$ cat config.mk
export PLATFORM = sky130hd
export DESIGN_NAME = lbcm_front
export DESIGN_NICKNAME = d
export VERILOG_FILES = /design/src/hdl/lbcm_pkg.sv /design/src/hdl/lbcm_front.sv
export SDC_FILE = /design/constraint.sdc
export NUM_CORES = 1
export LEC_CHECK = 0
export BUFFER_PORTS_ARGS = -buffer_cell sky130_fd_sc_hd__buf_2
export CAP_MARGIN = 20
export CORE_ASPECT_RATIO = 0.9
export CORE_MARGIN = 2
export CORE_UTILIZATION = 55
export CTS_CLUSTER_DIAMETER = 100
export DETAILED_ROUTE_END_ITERATION = 12
export PLACE_DENSITY_LB_ADDON = 0.2
export SYNTH_ARGS = -nofsm -noshare
export SYNTH_HDL_FRONTEND = slang
export SYNTH_SLANG_ARGS = --single-unit
$ cat constraint.sdc
create_clock -name clk -period 6.1 [get_ports clk]
set_input_delay 0.305 -clock clk [delete_from_list [all_inputs] [get_ports clk]]
set_output_delay 0.305 -clock clk [all_outputs]
set_load 0.01 [all_outputs]
$ cat src/hdl/lbcm_pkg.sv
// Package for the linear battery charge model: item, job and register types,
// fixed point constants and a saturation helper.
// No dependencies; every other file in hdl/ uses it.
`default_nettype none
package lbcm_pkg;

  localparam int FRAC_BITS = 16;
  localparam int SUM_WIDTH = 48;
  localparam int DIV_W     = 64;
  localparam int DIV_CNT_W = $clog2(DIV_W + 1);
  localparam int WIDE_W    = 50;

  localparam logic [63:0] NS_PER_S   = 64'd1000000000;
  localparam logic [63:0] NS_PER_HR  = 64'd3600000000000;
  localparam logic [41:0] MV_PER_V   = 42'd1000;
  localparam logic [31:0] MAX32      = 32'h7FFF_FFFF;
  localparam logic [31:0] MIN32_MAG  = 32'h8000_0000;

  // ns per hour = 2^DQ_SHIFT * DQ_ODD; charge drop divides by DQ_ODD through
  // a reciprocal scaled by 2^60
  localparam int          DQ_SHIFT = 13;
  localparam logic [31:0] DQ_ODD   = 32'(NS_PER_HR >> DQ_SHIFT);
  localparam logic [31:0] DQ_RECIP = 32'((64'd1 << 60) / 64'(DQ_ODD));

  // register indexes on the configuration port
  localparam logic [2:0] REG_E0  = 3'd0;
  localparam logic [2:0] REG_E1  = 3'd1;
  localparam logic [2:0] REG_Q0  = 3'd2;
  localparam logic [2:0] REG_CAP = 3'd3;
  localparam logic [2:0] REG_RES = 3'd4;
  localparam logic [2:0] REG_TAU = 3'd5;

  typedef struct packed {
    logic signed [31:0] load_power;
    logic               last_load;
    logic signed [31:0] battery_voltage;
    logic [29:0]        step_ns;
  } in_item_t;

  typedef struct packed {
    logic signed [31:0] terminal_voltage;
    logic signed [31:0] smoothed_current;
    logic signed [31:0] raw_current;
    logic signed [31:0] charge_left;
    logic               voltage_too_low;
  } out_item_t;

  // one closed time step, handed from front to back
  typedef struct packed {
    logic signed [SUM_WIDTH-1:0] total;
    logic signed [31:0]          volt;
    logic [29:0]                 step;
  } job_t;

  typedef struct packed {
    logic signed [31:0] e0;
    logic signed [31:0] e1;
    logic [30:0]        q0;
    logic [30:0]        cap;
    logic [30:0]        res;
    logic [30:0]        tau;
  } cfg_regs_t;

  typedef enum logic [4:0] {
    ST_IDLE, ST_CHECK, ST_IRAW_WAIT, ST_K_START, ST_K_WAIT, ST_FILT_MUL,
    ST_FILT_UPD, ST_DQ_MUL, ST_DQ_REC, ST_DQ_EST, ST_DQ_FIX, ST_RATIO_START,
    ST_RATIO_WAIT, ST_T1_MUL, ST_T2_MUL, ST_VOUT, ST_DONE
  } state_t;

  function automatic logic signed [31:0] sat32(input logic signed [WIDE_W-1:0] v);
    logic signed [WIDE_W-1:0] hi;
    logic signed [WIDE_W-1:0] lo;
    hi = WIDE_W'(signed'({1'b0, MAX32}));
    lo = -hi - WIDE_W'(1);
    if (v > hi)      return signed'(MAX32);
    else if (v < lo) return signed'(MIN32_MAG);
    else             return v[31:0];
  endfunction

endpackage
`default_nettype wire

$ cat src/hdl/lbcm_front.sv
// Front: takes load beats, keeps the saturating power sum, queues a job
// on each last load. Depends on lbcm_pkg.
`default_nettype none
module lbcm_front (
  input  wire logic               clk,
  input  wire logic               rst,
  input  wire logic               in_valid,
  output logic                    in_ready,
  input  wire lbcm_pkg::in_item_t in_data,
  input  wire logic               q_full,
  output logic                    q_push,
  output lbcm_pkg::job_t          q_job
);
  logic signed [lbcm_pkg::SUM_WIDTH-1:0] power_sum;
  logic signed [lbcm_pkg::SUM_WIDTH-1:0] power_sum_next;
  logic signed [lbcm_pkg::SUM_WIDTH:0]   ext;
  logic                                  take;

  // a last load needs a free queue slot
  assign in_ready = !in_data.last_load || !q_full;
  assign take     = in_valid && in_ready;
  assign q_push   = take && in_data.last_load;

  // saturating accumulate
  always_comb begin
    ext = {power_sum[lbcm_pkg::SUM_WIDTH-1], power_sum}
        + (lbcm_pkg::SUM_WIDTH+1)'(in_data.load_power);
    if (ext[lbcm_pkg::SUM_WIDTH] != ext[lbcm_pkg::SUM_WIDTH-1])
      power_sum_next = ext[lbcm_pkg::SUM_WIDTH]
        ? {1'b1, {(lbcm_pkg::SUM_WIDTH-1){1'b0}}}
        : {1'b0, {(lbcm_pkg::SUM_WIDTH-1){1'b1}}};
    else
      power_sum_next = ext[lbcm_pkg::SUM_WIDTH-1:0];
    q_job.total = power_sum_next;
    q_job.volt  = in_data.battery_voltage;
    q_job.step  = in_data.step_ns;
  end

  always_ff @(posedge clk) begin
    if (rst) begin
      power_sum <= '0;
    end else if (take) begin
      power_sum <= in_data.last_load ? '0 : power_sum_next;
    end
  end
endmodule
`default_nettype wire

==> results.txt <==
The run finished with clean final reports. Along the worst path, the maximum fanout reaches 71. The cell seen most often among critical-path stages is a21oi_1.

The final-layout fill cell count is 957. The area inside the core boundary is 9780 sq um. The critical path endpoint category is a primary output. For the worst-skew pair, the clock arrives at the later sink with an insertion delay of 310 ps. The library cell used most frequently in the layout, excluding fill and tap cells, is a21oi_1. The share of the clock period used by the worst path is 73.9%. The TritonCTS sink count is 48. The clock skew after layout came out at 13.9 ps.

The tool flagged a number of max-cap violations equal to 0. The total setup violations reported at the end of the flow is 0. The slowest stage of the critical path belongs to the cell buf_4. Summing internal, switching and leakage power gives about 1.5 mW. For the worst setup path, the data arrival time is 4200 ps. The worst register-to-register path ends at power_sum[41]$_SDFFE_PP0P_. The number of buffers inserted by port buffering is 86.

The power density over the cells is 260 nW/um^2. The horizontal die dimension is 110 um. In the final routed layout, each cell accounts on average for approximately 18 um.

The via count of the first global-routing pass is 5011. The top-level I/O count came out at 211. The worst pin sits at a relative slew slack of 24.9%. The first global-routing pass estimated around 25000 um of wire.

The post-cts sizing count came out at 0. TritonCTS built the clock tree. The endpoint of the most critical setup path is q_job[97]. The clock period minus final worst setup slack came out at 4510 ps.

The slew at the pin closest to its max-slew limit is 1120 ps. The number of buffers created by CTS came out at 5. The combined area of all synthesized cells is 5610 sq um. On the worst path, the slowest cell contributes a delay of 650 ps. In this run the register-to-register setup slack is ~2000 ps.

At the end of routability-driven placement, the weighted congestion stood at ~0.94. In this run, placement finished with an instance count of 864. At the worst endpoint, the required time is 5790 ps.

The maximum number of pins on one net before global-route repair is 77. Among cell families on the critical path, the largest total delay comes from compound AO/OA/AOI/OAI gates. VDD sags by at most around 140 uV. The die covers 11000 sq um.

The HPWL after detailed placement is 11500 um. The maximum clock rate is about 220 MHz. The largest registers in the layout are power_sum (48). In this run the worst setup path begins at power_sum[0]$_SDFFE_PP0P_. The number of nets in the finished design is about 890. The final-report hold violation count came out at 0. The flip-flop count of the largest register after layout came out at 48. The starting DRC count in detailed routing is about 380. The number of rows in the core area came out at 34. The cell count after synthesis came out at roughly 750.

The post-route antenna net violation count came out at 0. The leakage power is approximately 2.4 nW. The post-synth net total is between 800 and 900. The remaining routing DRC violations came out at 0.

The library cells used most frequently in the layout, excluding fill and tap cells, are 102 x a21oi_1, 86 x buf_2, 79 x nand2_1. Of all flip-flops after synthesis, the portion carrying an async set or reset was 0%. The post-synthesis sequential area ratio is 17.1%. Dividing the synthesized area by the synthesized cell count gives roughly 7.5 sq um. The number of buffers between clock root and the deepest sink came out at 2.

The register with the most flip-flops in the final layout is power_sum. The root buffer cell chosen for the clock tree is clkbuf_16. The initial utilization of the core area, before any placement, comes to 57.4%. The critical path is of the reg2out type. The cell count of the worst reg-to-reg path is 14. The chip height came out at 99.8 um. The number of pins exceeding their max-slew limit in the final report is 0. The worst hold path passes through 2 cells.

The share of layout cells above drive strength 1 is approximately 17%. The count of yosys warnings during synthesis is 0. The aggregate global routing overflow is 0. The routed wire length is between 15000 and 20000 um. The critical path buffer and inverter count is 4.

The critical path goes through ha_1, inv_1, fa_1, nand2b_1, a21oi_1, o2111ai_2, nand3_1, nor4b_2, nor2_1, o32ai_4, buf_4, inv_2, a21oi_1, buf_2. The count of flip-flops with a built-in enable after synthesis is 0. Using the TritonRoute via totals, the vias-per-cell ratio works out to 6.17.

The number of antenna cells inserted came out at 0. The synthesized flop and latch total is 48. The first-pass iteration count of the detailed router came out at 5. The signed area change from the synthesized netlist to the final layout is 2.16%. Among all flip-flop cells after synthesis, the most frequent one is dfxtp_1. The clock transition at the registers of the reported paths is 70 ps. The synthesized netlist contains 64 unique library cells. The routed layout has 5376 vias.

The initial antenna violation count came out at 0. The total number of H-tree levels came out at 2. Setup repair after global routing left no endpoint under its margin. The post-layout utilization of the core is 58.6%.

The element type at the critical path start is a flip-flop. The sum of negative setup slack came out at 0 ps. The hold slack is 244 ps.

Global routing used 26.6% of the available tracks. Buffers added to address setup during post-CTS repair amount to 0. The non-filler instance count after layout came out at between 800 and 900. In this run the worst hold path is classified as in2reg.

Counting buffers and inverters, the worst setup path is 14 cells deep. The beginning of the worst register-to-register path is power_sum[0]$_SDFFE_PP0P_. The post-cts hold buffer count is 0.
[cell type report]
| cell class | instances | area [sq um] | share of cell area [%] |
|---|---|---|---|
| Inverter | 15 | 56.3 | 0.982 |
| Tap cell | 126 | 158 | 2.75 |
| Clock inverter | 2 | 15.0 | 0.262 |
| Clock buffer | 6 | 139 | 2.42 |
| Multi-Input combinational cell | 584 | 3940 | 68.7 |
| Sequential cell | 48 | 961 | 16.8 |
| Timing Repair Buffer | 91 | 468 | 8.16 |
[routing by layer]
metal / routed length (um) / global-route usage, % / vias up
li1: - / - / 2657
met1: 7150 / 36.0 / 2502
met2: 7000 / 44.0 / 166
met3: 858 / 4.17 / 51
met4: 325 / 7.98 / 0
met5: 0 / 0 / -
[worst min path at each step]
stage                                     from                          to  slack, ps
finish                                     rst  power_sum[47]$_SDFFE_PP0P_        240
global route                               rst  power_sum[47]$_SDFFE_PP0P_        250
CTS                                        rst  power_sum[47]$_SDFFE_PP0P_        250
detailed placement   power_sum[9]$_SDFFE_PP0P_   power_sum[9]$_SDFFE_PP0P_        450
global placement    power_sum[26]$_SDFFE_PP0P_  power_sum[26]$_SDFFE_PP0P_        440
floorplan                                  rst  power_sum[47]$_SDFFE_PP0P_        370
[synthesized netlist by cell type, types with 3 or more instances]
library cell | count | area share [%]
maj3_2 | 6 | 1.2
nor2b_1 | 4 | 0.45
o21ai_0 | 42 | 3.7
nand2_1 | 79 | 5.3
clkbuf_2 | 3 | 0.27
nor3_1 | 10 | 0.89
o21ai_1 | 34 | 3.0
o21bai_1 | 11 | 1.5
o21a_1 | 7 | 0.94
and2_1 | 5 | 0.56
buf_6 | 3 | 0.60
nand3_1 | 18 | 1.6
nand4_1 | 16 | 1.8
buf_2 | 8 | 0.71
xor2_1 | 18 | 2.8
dfxtp_1 | 48 | 17
ha_1 | 48 | 11
a21oi_1 | 103 | 9.2
inv_1 | 14 | 0.94
clkbuf_1 | 20 | 1.3
buf_4 | 68 | 9.1
a21o_1 | 12 | 1.6
or3_1 | 5 | 0.56
a22o_1 | 10 | 1.6
xnor2_1 | 23 | 3.6
a22oi_1 | 4 | 0.53
o211ai_1 | 3 | 0.40
and4_1 | 3 | 0.47
a31oi_1 | 3 | 0.33
a32oi_1 | 3 | 0.47
nor2_1 | 40 | 2.7
nand2b_1 | 5 | 0.56
a211oi_1 | 4 | 0.53
maj3_1 | 26 | 4.6
nor3b_1 | 3 | 0.40
[worst reg2reg max path, stage by stage (launching register included)]
cell and delay (ps):
dfxtp_1 340, ha_1 170, inv_1 50, fa_1 390, nand2b_1 180, a21oi_1 360
o2111ai_2 280, nand3_1 180, nor4b_2 260, nor2_1 140, o32ai_4 280, buf_4 650
inv_2 280, a21oi_1 300, a221o_1 190
[metrics by stage]
| step | setup WS [ps] | area [sq um] |
|---|---|---|
| after global routing | 1270 | 5740 |
| after CTS | 1640 | 5740 |
| after detailed placement | 1920 | 5580 |
| final | 1590 | 5740 |
| after global placement | 1970 | 5580 |
| after floorplan | 2730 | 5610 |
[kinds of logic (layout without fill, tap and decap cells)]
kind of cell | Yosys count | in the layout | synth area share, %
adders and majority gates | 81 | 81 | 16.9
AOI/OAI and AO/OA | 265 | 265 | 30.0
xor gates and xnor gates | 41 | 41 | 6.40
buffers and inverters | 117 | 114 | 13.0
and+or+nand+nor | 197 | 197 | 16.6
DFF | 48 | 48 | 17.1
[power by group]
| group | switching, mW | internal, mW |
|---|---|---|
| Clock | 0.140 | 0.164 |
| Combinational | 0.499 | 0.323 |
| Sequential | 0.0197 | 0.345 |
Note: power is estimated with default switching activity, not from simulation.
