`src/hdl/lbcm_pkg.sv`:
```
// Package for the linear battery charge model: item, job and register types,
// fixed point constants and a saturation helper.
// No dependencies; every other file in hdl/ uses it.
`default_nettype none
package lbcm_pkg;

  localparam int FRAC_BITS = 16;
  localparam int SUM_WIDTH = 48;
  localparam int DIV_W     = 64;
  localparam int DIV_CNT_W = $clog2(DIV_W + 1);
  localparam int WIDE_W    = 50;

  localparam logic [63:0] NS_PER_S   = 64'd1000000000;
  localparam logic [63:0] NS_PER_HR  = 64'd3600000000000;
  localparam logic [41:0] MV_PER_V   = 42'd1000;
  localparam logic [31:0] MAX32      = 32'h7FFF_FFFF;
  localparam logic [31:0] MIN32_MAG  = 32'h8000_0000;

  // ns per hour = 2^DQ_SHIFT * DQ_ODD; charge drop divides by DQ_ODD through
  // a reciprocal scaled by 2^60
  localparam int          DQ_SHIFT = 13;
  localparam logic [31:0] DQ_ODD   = 32'(NS_PER_HR >> DQ_SHIFT);
  localparam logic [31:0] DQ_RECIP = 32'((64'd1 << 60) / 64'(DQ_ODD));

  // register indexes on the configuration port
  localparam logic [2:0] REG_E0  = 3'd0;
  localparam logic [2:0] REG_E1  = 3'd1;
  localparam logic [2:0] REG_Q0  = 3'd2;
  localparam logic [2:0] REG_CAP = 3'd3;
  localparam logic [2:0] REG_RES = 3'd4;
  localparam logic [2:0] REG_TAU = 3'd5;

  typedef struct packed {
    logic signed [31:0] load_power;
    logic               last_load;
    logic signed [31:0] battery_voltage;
    logic [29:0]        step_ns;
  } in_item_t;

  typedef struct packed {
    logic signed [31:0] terminal_voltage;
    logic signed [31:0] smoothed_current;
    logic signed [31:0] raw_current;
    logic signed [31:0] charge_left;
    logic               voltage_too_low;
  } out_item_t;

  // one closed time step, handed from front to back
  typedef struct packed {
    logic signed [SUM_WIDTH-1:0] total;
    logic signed [31:0]          volt;
    logic [29:0]                 step;
  } job_t;

  typedef struct packed {
    logic signed [31:0] e0;
    logic signed [31:0] e1;
    logic [30:0]        q0;
    logic [30:0]        cap;
    logic [30:0]        res;
    logic [30:0]        tau;
  } cfg_regs_t;

  typedef enum logic [4:0] {
    ST_IDLE, ST_CHECK, ST_IRAW_WAIT, ST_K_START, ST_K_WAIT, ST_FILT_MUL,
    ST_FILT_UPD, ST_DQ_MUL, ST_DQ_REC, ST_DQ_EST, ST_DQ_FIX, ST_RATIO_START,
    ST_RATIO_WAIT, ST_T1_MUL, ST_T2_MUL, ST_VOUT, ST_DONE
  } state_t;

  function automatic logic signed [31:0] sat32(input logic signed [WIDE_W-1:0] v);
    logic signed [WIDE_W-1:0] hi;
    logic signed [WIDE_W-1:0] lo;
    hi = WIDE_W'(signed'({1'b0, MAX32}));
    lo = -hi - WIDE_W'(1);
    if (v > hi)      return signed'(MAX32);
    else if (v < lo) return signed'(MIN32_MAG);
    else             return v[31:0];
  endfunction

endpackage
`default_nettype wire

```
`src/hdl/lbcm_fifo.sv`:
```
// Two-entry job queue between the front and the back.
// Depends on lbcm_pkg.
`default_nettype none
module lbcm_fifo (
  input  wire logic           clk,
  input  wire logic           rst,
  input  wire logic           push,
  input  wire lbcm_pkg::job_t push_job,
  input  wire logic           pop,
  output lbcm_pkg::job_t      head,
  output logic                full,
  output logic                empty
);
  lbcm_pkg::job_t slots [2];
  logic           wr_ptr;
  logic           rd_ptr;
  logic [1:0]     count;

  assign full  = count == 2'd2;
  assign empty = count == 2'd0;
  assign head  = slots[rd_ptr];

  always_ff @(posedge clk) begin
    if (rst) begin
      wr_ptr <= 1'b0;
      rd_ptr <= 1'b0;
      count  <= 2'd0;
    end else begin
      if (push) wr_ptr <= ~wr_ptr;
      if (pop)  rd_ptr <= ~rd_ptr;
      count <= count + 2'(push) - 2'(pop);
    end
  end

  always_ff @(posedge clk) begin
    if (push) slots[wr_ptr] <= push_job;
  end
endmodule
`default_nettype wire

```
`config.mk`:
```
export PLATFORM = sky130hd
export DESIGN_NAME = lbcm_fifo
export DESIGN_NICKNAME = d
export VERILOG_FILES = /design/src/hdl/lbcm_pkg.sv /design/src/hdl/lbcm_fifo.sv
export SDC_FILE = /design/constraint.sdc
export NUM_CORES = 1
export LEC_CHECK = 0
export BUFFER_PORTS_ARGS = -buffer_cell sky130_fd_sc_hd__buf_2
export CAP_MARGIN = 25
export CORE_MARGIN = 8
export CORE_UTILIZATION = 55
export CTS_BUF_LIST = sky130_fd_sc_hd__clkbuf_4 sky130_fd_sc_hd__clkbuf_8
export CTS_CLUSTER_DIAMETER = 30
export CTS_CLUSTER_SIZE = 10
export DETAILED_ROUTE_END_ITERATION = 16
export PLACE_DENSITY = 0.92
export SKIP_LAST_GASP = 1
export SLEW_MARGIN = 20
export SYNTH_ARGS = -nofsm -noshare
export SYNTH_HDL_FRONTEND = slang
export SYNTH_SLANG_ARGS = --single-unit
```
`constraint.sdc`:
```
create_clock -name clk -period 18.18 [get_ports clk]
set_input_delay 0 -clock clk [delete_from_list [all_inputs] [get_ports clk]]
set_output_delay 0 -clock clk [all_outputs]
set_load 0.005 [all_outputs]
```
==> results of run 1 <==
-- critical path, delay by kind of cell (launching register included) --
family / cells / cell delay (ps)
muxes: 1 / 370
DFF: 1 / 980
buffers and inverters: 2 / 1030
-- cell usage after synthesis (all sizes together) --
cell type	instances	area share [%]
xnor3	1	0.26
and2	1	0.072
dfxtp	5	1.2
ha	2	0.29
inv	2	0.087
buf	12	2.5
nor2b	3	0.22
mux2	110	19
nor2	5	0.22
xnor2	2	0.20
edfxtp	220	76
-- area by class of cell --
class / instances / area share, %
multi-input cells: 124 / 14.7
inverters: 2 / 0.0636
diodes: 1 / 0.0212
repair buffers: 343 / 19.5
flip-flops and latches: 225 / 56.9
well taps: 216 / 2.29
clock buffers: 42 / 4.74
clock inverters: 25 / 1.89
-- cells in the final DEF, fill, tap and decap left out, drive strengths merged, types with 3 or more instances in the layout --
master / synthesis / layout
mux2: 110 / 110
clkinvlp: 0 / 5
edfxtp: 220 / 220
nor2: 5 / 5
clkinv: 0 / 15
buf: 12 / 229
dfxtp: 5 / 5
dlygate4sd3: 0 / 114
clkbuf: 0 / 42
bufinv: 0 / 3
inv: 2 / 4
nor2b: 3 / 3
-- cells by family after synthesis --
group         Yosys count  synth area share, %
xor+xnor                3                0.463
fa+ha+maj               2                0.289
buf+inv                14                 2.59
flops                 225                 77.5
mux                   110                 18.7
simple gates            9                0.506
-- power by group --
part	switching (mW)	total [mW]	internal [mW]
Clock	0.204	0.458	0.254
Sequential	0.0160	0.622	0.606
Combinational	0.0614	0.151	0.0899
-- per-layer routing --
layer	wire length, microns	track usage, %
met3	1550	6.65
met5	0	0
met1	7020	19.1
met4	467	7.74
met2	10700	35.4
-- metrics by stage --
step / std cells / power (mW) / hold slack, ps / setup WS, ps / util [%]
2_1_floorplan: 363 / 0.714 / 71.6 / 12390 / -
3_3_place_gp: 796 / 0.755 / 187 / 15750 / 63.1
3_5_place_dp: 796 / 0.762 / 191 / 15720 / 63.1
4_1_cts: 977 / 1.24 / 176 / 15170 / 75.4
5_1_grt: 977 / 1.28 / 194 / 15080 / 75.4
6_report: 978 / 1.23 / 216 / 15220 / 75.4
-- registers in the layout, summed over array words and instances (netlist names), named ones only --
register / count
count: 2
rd_ptr: 1
slots: 220
wr_ptr: 1
-- repair_timing --
item                                    4_1_cts  5_1_grt
endpoints found under the hold margin       225        0
setup buffers                                 0        0
hold buffers                                114        0
endpoints found under the setup margin        0        0
-- path summary, 6_finish.rpt --
kind	depth (start not counted)	from	to	slack [ps]
setup / recovery	3	register	head[80]	15220
hold / removal	2	push_job[44]	slots[1][44]$_DFFE_PP_	220
setup reg to reg	2	wr_ptr$_SDFFE_PP0P_	slots[1][58]$_DFFE_PP_	15980
hold reg to reg	2	rd_ptr$_SDFFE_PP0P_	rd_ptr$_SDFFE_PP0P_	550
==> results.md, run 1 <==
* Vias/cell at 4.85
* CP required at 18180 ps
* Chip Height at 141 microns
* Cts bufs inserted at 38
* Remaining global-route overflow at 0
* Worst vdd ir at 0.101 mV
* Clk sinks at about 230
* Sequential Area at 6710 sq um
* Layout area overhead at 36.4%
* Mapped cell area at 8650 sq um
* Synth Instances at 363
* H-tree Lvls at 2
* Final setup viols at 0
* Final Hold Viols at 0
* DP Wirelength at around 12000 microns
* CP cell instances: buf_4 -> mux2_4 -> buf_2
* # Max-Cap Violations at 0
* GR Util All Layers at a little under a fifth
* DIE AREA at roughly 20000 sq um
* Design area at 11800 sq um
* Placed inst area at 9880 sq um
* Status: finished, final reports clean
* GP Congestion at ~0.75
* Worst min-delay path class: primary input to register
* Chip Width at 141 microns
* Clk root buf: clkbuf_8
* Synthesized Nets at 479
* Row cnt at 46
* Slowest Stage Delay on Critical Path at 980 ps
* Layout cells sized above 1 at 52.8%
* Via count at 4741
* DRT Wirelength at 19700 microns
* RSZ-0062 raised after global routing: false
* Slowest cell on the critical path: dfxtp_4
* Initial Utilization at 55.3%
* Multi-input logic area at 1730 sq um
* DR iter-0 viols at 229
* Synth Register Bits at approximately 230
* CTS tree: done
* Longest Clk Path Bufs at 3
* CTS clk-pin slew, worst paths at roughly 60 ps
* Total core area at ~16000 sq um
* Boundary pin count at around 230
* DRC errors left at 0
* Tmin final at between 2000 and 3000 ps
* Period utilization at approximately 16%
* Worst setup SP type: register
* Crit. End Element: output port
* Post-DRT Antenna Nets at 0
* Total negative slack at 0 ps
* Pwr dens at ~100 nW/um^2
* Initial antenna violation count at 0
* CTS resizes at 0
* Syn_area_per_cell at roughly 24 sq um
* Filler instances at roughly 860
* Crit path kind: register to output port
* Slew Viols, Final at 0
* Post-synthesis cell type count at 14
* Clk_skew at 15.1 ps
* First-pass GRT wire length at 29200 microns
* Worst rel slew slack at between 30% and 40%
* Peak Freq at 0.338 GHz
* Sequential fraction of the synthesis area at 77.5%
* Warnings, synthesis at 0
* Fin nets at between 800 and 900
* Routed WL per cell at around 20 microns
* Slew @ Worst Pin at 1040 ps
* Pre-antenna DRT Iters at 4
* Critical path arrival at around 3000 ps
* Largest net degree at the start of global routing at between 50 and 60
* Clk Latency, worst-skew pair at between 500 and 600 ps
* Vias in the first global route at 5422
* Worst Path Max Fanout at 56
* Port Buf Inserts at 225
* Leakage at between 4 and 5 nW
(Power assumes the default switching activity.)
==> run 2, diff against run 1 <==
ABC_AREA = 1   (was default)
CORE_UTILIZATION = 49   (was 55)
PLACE_DENSITY = 0.87   (was 0.92)
clock period = 2.6 ns   (was 18.18 ns; I/O delays follow)
==> run 2 against run 1 <==
- clock-buffer cell count increased by 3
- hold slack got worse by 7.4 ps
- non-clock buffer count grew 3
- cell area rose by 1.7%
- critical path depth unchanged
- sequential share of layout area down 0.96 points
- combinational power increased to 7.0 times the previous value
- core utilization fell by 6.0 points
- clock power rose to 7.7 times the previous value
- routed wire length is 0.95% lower
- via count rose by 1.6%
==> results.md, run 2 <==
* Fin cells at 1003
* FF-to-FF End: wr_ptr$_SDFFE_PP0P_
* # Max-Cap Violations at 0
* Area contributors post-synth: edfxtp_1 (76%), mux2_4 (17%), buf_12 (2.3%), mux2_2 (1.3%), dfxtp_1 (1.2%)
* Routed WL per cell at 19.5 microns
* DRT Wirelength at 19500 microns
* Clk Latency, worst-skew pair at 510 ps
* Vias in the first global route at between 5000 and 6000
* Slowest Stage Delay on Critical Path at about 460 ps
* First-pass GRT wire length at 29500 microns
* DP Wirelength at 11900 microns
* Boundary pin count at around 230
* Design area at between 10000 and 15000 sq um
* CP cell instances: buf_4 -> mux2_4 -> buf_2
* Most frequent cells in the layout: buf_2 (225), edfxtp_1 (220), dlygate4sd3_1 (114), mux2_4 (100), clkbuf_8 (41)
* Mapped cell area at 8660 sq um
* Final setup viols at 0
* R2R cell count at 4
* Inst Count DP at 818
* H-tree Lvls at 2
* CP required at 2600 ps
* Fin nets at about 860
* DRC errors left at 0
* Crit path kind: register to output port
* Psw at roughly 2.0 mW
* Placed inst area at 9980 sq um
* Status: finished, final reports clean
* GR Util All Layers at 17.3%
* GP Congestion at a little over 0.7
* Largest net degree at the start of global routing at 64
* Post-synth top flop: edfxtp_1
* Pre-antenna DRT Iters at 4
* DR iter-0 viols at 219
* Total core area at 17300 sq um
* Switching share of total power at 22.4%
* Longest Clk Path Bufs at 3
* Hold depth at 2
* Port Buf Inserts at between 200 and 250
* Top reg by flops: slots
* Synth Instances at 373
* Commonest non-fill, non-tap cell in the layout: buf_2
* Layout cells sized above 1 at 52.8%
* Fin util at 69.4%
* Critical path arrival at 1880 ps
* Max reg flops at 220
* Total negative slack at 0 ps
* Period utilization at 72.2%
* Worst setup margin at 724 ps
* Tmin final at 1880 ps
* Layout area overhead at 38.6%
* Worst rel slew slack at 55.4%
* Sequential group share of total power at slightly below 50%
* Top-count cell post-synth: edfxtp_1
* Initial antenna violation count at 0
* CP Buf/Inv Count at 2
* Reg-to-reg startpoint: wr_ptr$_SDFFE_PP0P_
* Post-DRT Antenna Nets at 0
* Post-synthesis cell type count at 15
* Leakage at around 4.8 nW
* Combinational fraction of design power at 11.9%
* Clk root buf: clkbuf_8
* Worst min-delay path class: primary input to register
* Via count at about 4800
* Number of enable flip-flop cells after synthesis at 220
* CTS tree: done
* Final Hold Viols at 0
* Slowest cell on the critical path: dfxtp_4
* Syn_area_per_cell at 23.2 sq um
* Sequential fraction of the synthesis area at between 70% and 80%
* Worst Path Max Fanout at 22
* Cts bufs inserted at 39
* Leading area contributor after synthesis: edfxtp_1
* Commonest cells in the netlist: edfxtp_1 (220), mux2_4 (100), buf_12 (10), mux2_2 (10)
* Initial Utilization at 50.1%
* Worst Hold Endpoint: slots[0][15]$_DFFE_PP_
* Synthesized Nets at between 400 and 500
* CTS clk-pin slew, worst paths at approximately 70 ps
* Crit path max-delay family: buffers and inverters
* Largest registers: slots x220, count x2
* Clock Power Share at between 40% and 50%
* Slew Viols, Final at 0
* Clk_skew at 25.1 ps
* Remaining global-route overflow at 0
* Vias/cell at 4.80
* Chip Height at 149 microns
* Crit. End Element: output port
* RSZ-0062 raised after global routing: false
* Warnings, synthesis at 0
* Clk sinks at 225
* Internal power at 6.87 mW
* Postcts setup bufs at 0
* Fraction of registers with async set/reset at 0%
* Dpl ws at a little over 800 ps
* Pwr dens at 738 nW/um^2
* Slew @ Worst Pin at about 670 ps
* Hold Startpoint: push_job[15]
* Chip Width at 149 microns
* Peak Freq at 0.533 GHz
* Synth Register Bits at between 200 and 250
* DIE AREA at ~22000 sq um
* Worst setup SP type: register
* Share of the synthesized area in the top cell type at 76.3%
* CTS resizes at 0
* Reg2Reg Setup Slack at 740 ps
* Row cnt at 48
* Worst vdd ir at 0.639 mV
[run 2: changes by cell type in the layout (fill, tap and decap cells not counted), moves of 3 or more]
cell      before  now
buf_12         0    5
inv_1          2    7
clkinv_2       5    2
nand2_1        0    4
[run 2: per-layer routing]
layer,up-vias,global-route usage (%),wire (microns)
met5,-,0,0
met4,0,7.72,587
met3,42,5.70,1510
met2,209,31.7,10500
met1,2342,17.5,6920
li1,2225,-,-
[run 2: worst max path at each step]
stage | cells after the start | start | to
floorplan | 2 | wr_ptr$_SDFFE_PP0P_ | slots[1][0]$_DFFE_PP_
global placement | 3 | wr_ptr$_SDFFE_PP0P_ | slots[1][34]$_DFFE_PP_
detailed placement | 3 | wr_ptr$_SDFFE_PP0P_ | slots[1][32]$_DFFE_PP_
CTS | 3 | register | head[73]
global route | 4 | wr_ptr$_SDFFE_PP0P_ | wr_ptr$_SDFFE_PP0P_
finish | 3 | register | head[73]
[run 2: area by class of cell]
cell class	instances	area (sq um)
clock inverter	25	285
sequential	225	6710
multi-input combinational	128	1720
tap	225	282
inverter	8	33.8
fill	1081	5290
timing repair buffer	346	2380
antenna	1	2.50
clock buffer	45	594
[run 2: per-stage QoR]
stage	hold WS, ps	total power [mW]
4_1_cts	175	8.91
6_report	209	8.86
3_5_place_dp	191	5.24
3_3_place_gp	187	5.20
2_1_floorplan	71.2	4.89
5_1_grt	184	9.19
[run 2: timing repair]
| item | CTS | global route |
|---|---|---|
| endpoints found under the hold margin | 225 | 0 |
| setup endpoints to repair | 0 | 0 |
| hold buffers | 114 | 0 |
[run 2: power by group through the flow]
stage               Sequential, mW  Clock (mW)  Combinational, mW
floorplan                     4.32           0              0.570
global placement              4.32           0              0.875
detailed placement            4.34           0              0.905
CTS                           4.26        3.60               1.05
global route                  4.28        3.78               1.13
finish                        4.27        3.54               1.05
[run 2: kinds of logic after synthesis]
family / after synthesis / synth area share [%]
buf+inv: 20 / 2.85
mux: 110 / 18.6
flops: 225 / 77.4
xor+xnor: 1 / 0.101
compound gates: 1 / 0.0577
fa+ha+maj: 2 / 0.289
simple gates: 14 / 0.636
==> run 3, diff against run 2 <==
clock period = 1.55 ns   (was 2.6 ns; I/O delays follow)
==> run 3 against run 2 <==
- the flow now finishes with violations (negative setup slack)
- power is 73% higher
- sequential share of layout area is 3.9 points lower
- global-route usage is 1.9 points higher
- cell area increased by 7.6%
- flip-flop and latch count stayed put
- register-to-register slack got worse by 600 ps
- first-iteration DRC count decreased by 2.7%
- largest cell class unchanged
- largest power group unchanged
- highest routed layer unchanged
==> results.md, run 3 (same netlist as run 2, synthesis figures left out) <==
* Status: finished, violations left
* Failing checks: negative setup slack
* Combinational fraction of design power at 15.5%
* Period utilization at 110%
* Layout cells sized above 1 at 54.3%
* Final Hold Viols at 0
* RSZ-0062 raised after global routing: true
* Row cnt at 48
* Worst setup SP type: register
* Clk root buf: clkbuf_8
* DIE AREA at 22200 sq um
* Vias in the first global route at 5746
* Largest net degree at the start of global routing at a little over 50
* CP required at 1550 ps
* Worst min-delay path class: primary input to register
* Clock Power Share at 37.7%
* Largest registers: slots x220, count x2
* Routed WL per cell at 22.2 microns
* Layout area overhead at 49.1%
* Slew Viols, Final at 0
* Crit. End Element: output port
* Psw at 3.40 mW
* Worst Path Max Fanout at 7
* Port Buf Inserts at about 230
* CTS clk-pin slew, worst paths at 70 ps
* Inst Count DP at just over 800
* Chip Width at 149 microns
* Leakage at 5.20 nW
* Internal power at between 10 and 15 mW
* GR Util All Layers at 19.2%
* GP Congestion at just over 0.7
* Via count at 4978
* Filler instances at 906
* Initial Utilization at between 50% and 60%
* Remaining global-route overflow at 0
* Vias/cell at 4.87
* Ant. Diodes at 0
* DRC errors left at 0
* Tmin final at 1710 ps
* Clk_skew at 15.7 ps
* Longest Clk Path Bufs at 3
* Placed inst area at 10100 sq um
* Max reg flops at 220
* Worst vdd ir at roughly 0.73 mV
* DRT Wirelength at 22700 microns
* Initial antenna violation count at 0
* CP cell instances: buf_12 -> clkbuf_16 -> mux2_4 -> buf_6
* DP Wirelength at 12600 microns
* Slowest Stage Delay on Critical Path at 410 ps
* Design area at 12900 sq um
* Commonest non-fill, non-tap cell in the layout: edfxtp_1
* Pre-antenna DRT Iters at 5
* Critical path arrival at 1710 ps
* # Max-Cap Violations at 0
* Post-DRT Antenna Nets at 0
* DR iter-0 viols at 213
* CP Buf/Inv Count at 3
* Boundary pin count at around 230
* Dpl ws at around 240 ps
* Peak Freq at 0.586 GHz
* First-pass GRT wire length at 32000 microns
* Fin nets at 886
* H-tree Lvls at 2
* Slew @ Worst Pin at 388 ps
* CTS tree: done
* Crit path max-delay family: buffers and inverters
* Fin cells at a little over 1000
* Total power at 15.3 mW
* Crit path kind: register to output port
* Worst setup margin at -156 ps
* Clk sinks at 225
* Top reg by flops: slots
* Switching share of total power at between 20% and 30%
* Final setup viols at between 100 and 150
* Cts bufs inserted at 39
* Worst rel slew slack at 74.1%
* Chip Height at 149 microns
* Sequential group share of total power at ~47%
* Most frequent cells in the layout: edfxtp_1 (220), buf_2 (159), dlygate4sd3_1 (113), mux2_4 (107), buf_6 (68)
* Clk Latency, worst-skew pair at 520 ps
* Slowest cell on the critical path: dfxtp_4
* Total core area at 17300 sq um
* Pwr dens at 1190 nW/um^2
-- run 3: final timing paths --
path	start	end	slack [ps]	depth (start not counted)
min reg2reg	wr_ptr$_SDFFE_PP0P_	wr_ptr$_SDFFE_PP0P_	530	2
max	register	head[25]	-160	4
min	push_job[60]	slots[1][60]$_DFFE_PP_	210	2
max reg2reg	count[0]$_SDFF_PP0_	count[1]$_SDFF_PP0_	140	9
-- run 3: timing repair --
item | in CTS | in global routing
hold buffers | 113 | 0
setup endpoints to repair | 103 | 107
cloned | 8 | 4
gates resized for setup | 49 | 57
endpoints found under the hold margin | 228 | 0
setup buffers | 8 | 1
-- run 3: routing by layer --
| metal | GRT usage (%) | wire length, microns | part of all wire [%] | vias to the layer above |
|---|---|---|---|---|
| li1 | - | - | - | 2274 |
| met1 | 18.7 | 7670 | 34 | 2468 |
| met2 | 37.7 | 13200 | 58 | 205 |
| met3 | 4.43 | 1390 | 6.1 | 31 |
| met4 | 7.87 | 487 | 2.1 | 0 |
| met5 | 0 | 0 | 0 | - |
-- run 3: power groups by stage --
stage	logic [mW]	clock network, mW	registers (mW)
after global routing	2.50	6.18	7.18
after CTS	2.16	5.86	7.15
after floorplan	0.956	0	7.25
after global placement	1.50	0	7.26
after detailed placement	1.56	0	7.29
final	2.37	5.78	7.16
-- run 3: metrics by stage --
| stage | hold WS, ps | util [%] | TNS [ps] |
|---|---|---|---|
| 3_5_place_dp | 191 | 58.2 | 0 |
| 2_1_floorplan | 71.2 | - | -184520 |
| 6_report | 209 | 74.7 | -12270 |
| 5_1_grt | 183 | 74.7 | -19670 |
| 3_3_place_gp | 188 | 58.2 | 0 |
| 4_1_cts | 174 | 72.8 | -18280 |
-- run 3: layout make-up --
cell class | instances | area, sq um | share of cell area, %
sequential | 225 | 6710 | 52.0
tap | 225 | 282 | 2.18
clock buffer | 44 | 587 | 4.54
timing repair buffer | 368 | 3300 | 25.5
clock inverter | 24 | 263 | 2.03
inverter | 8 | 33.8 | 0.262
multi-input combinational | 128 | 1740 | 13.5
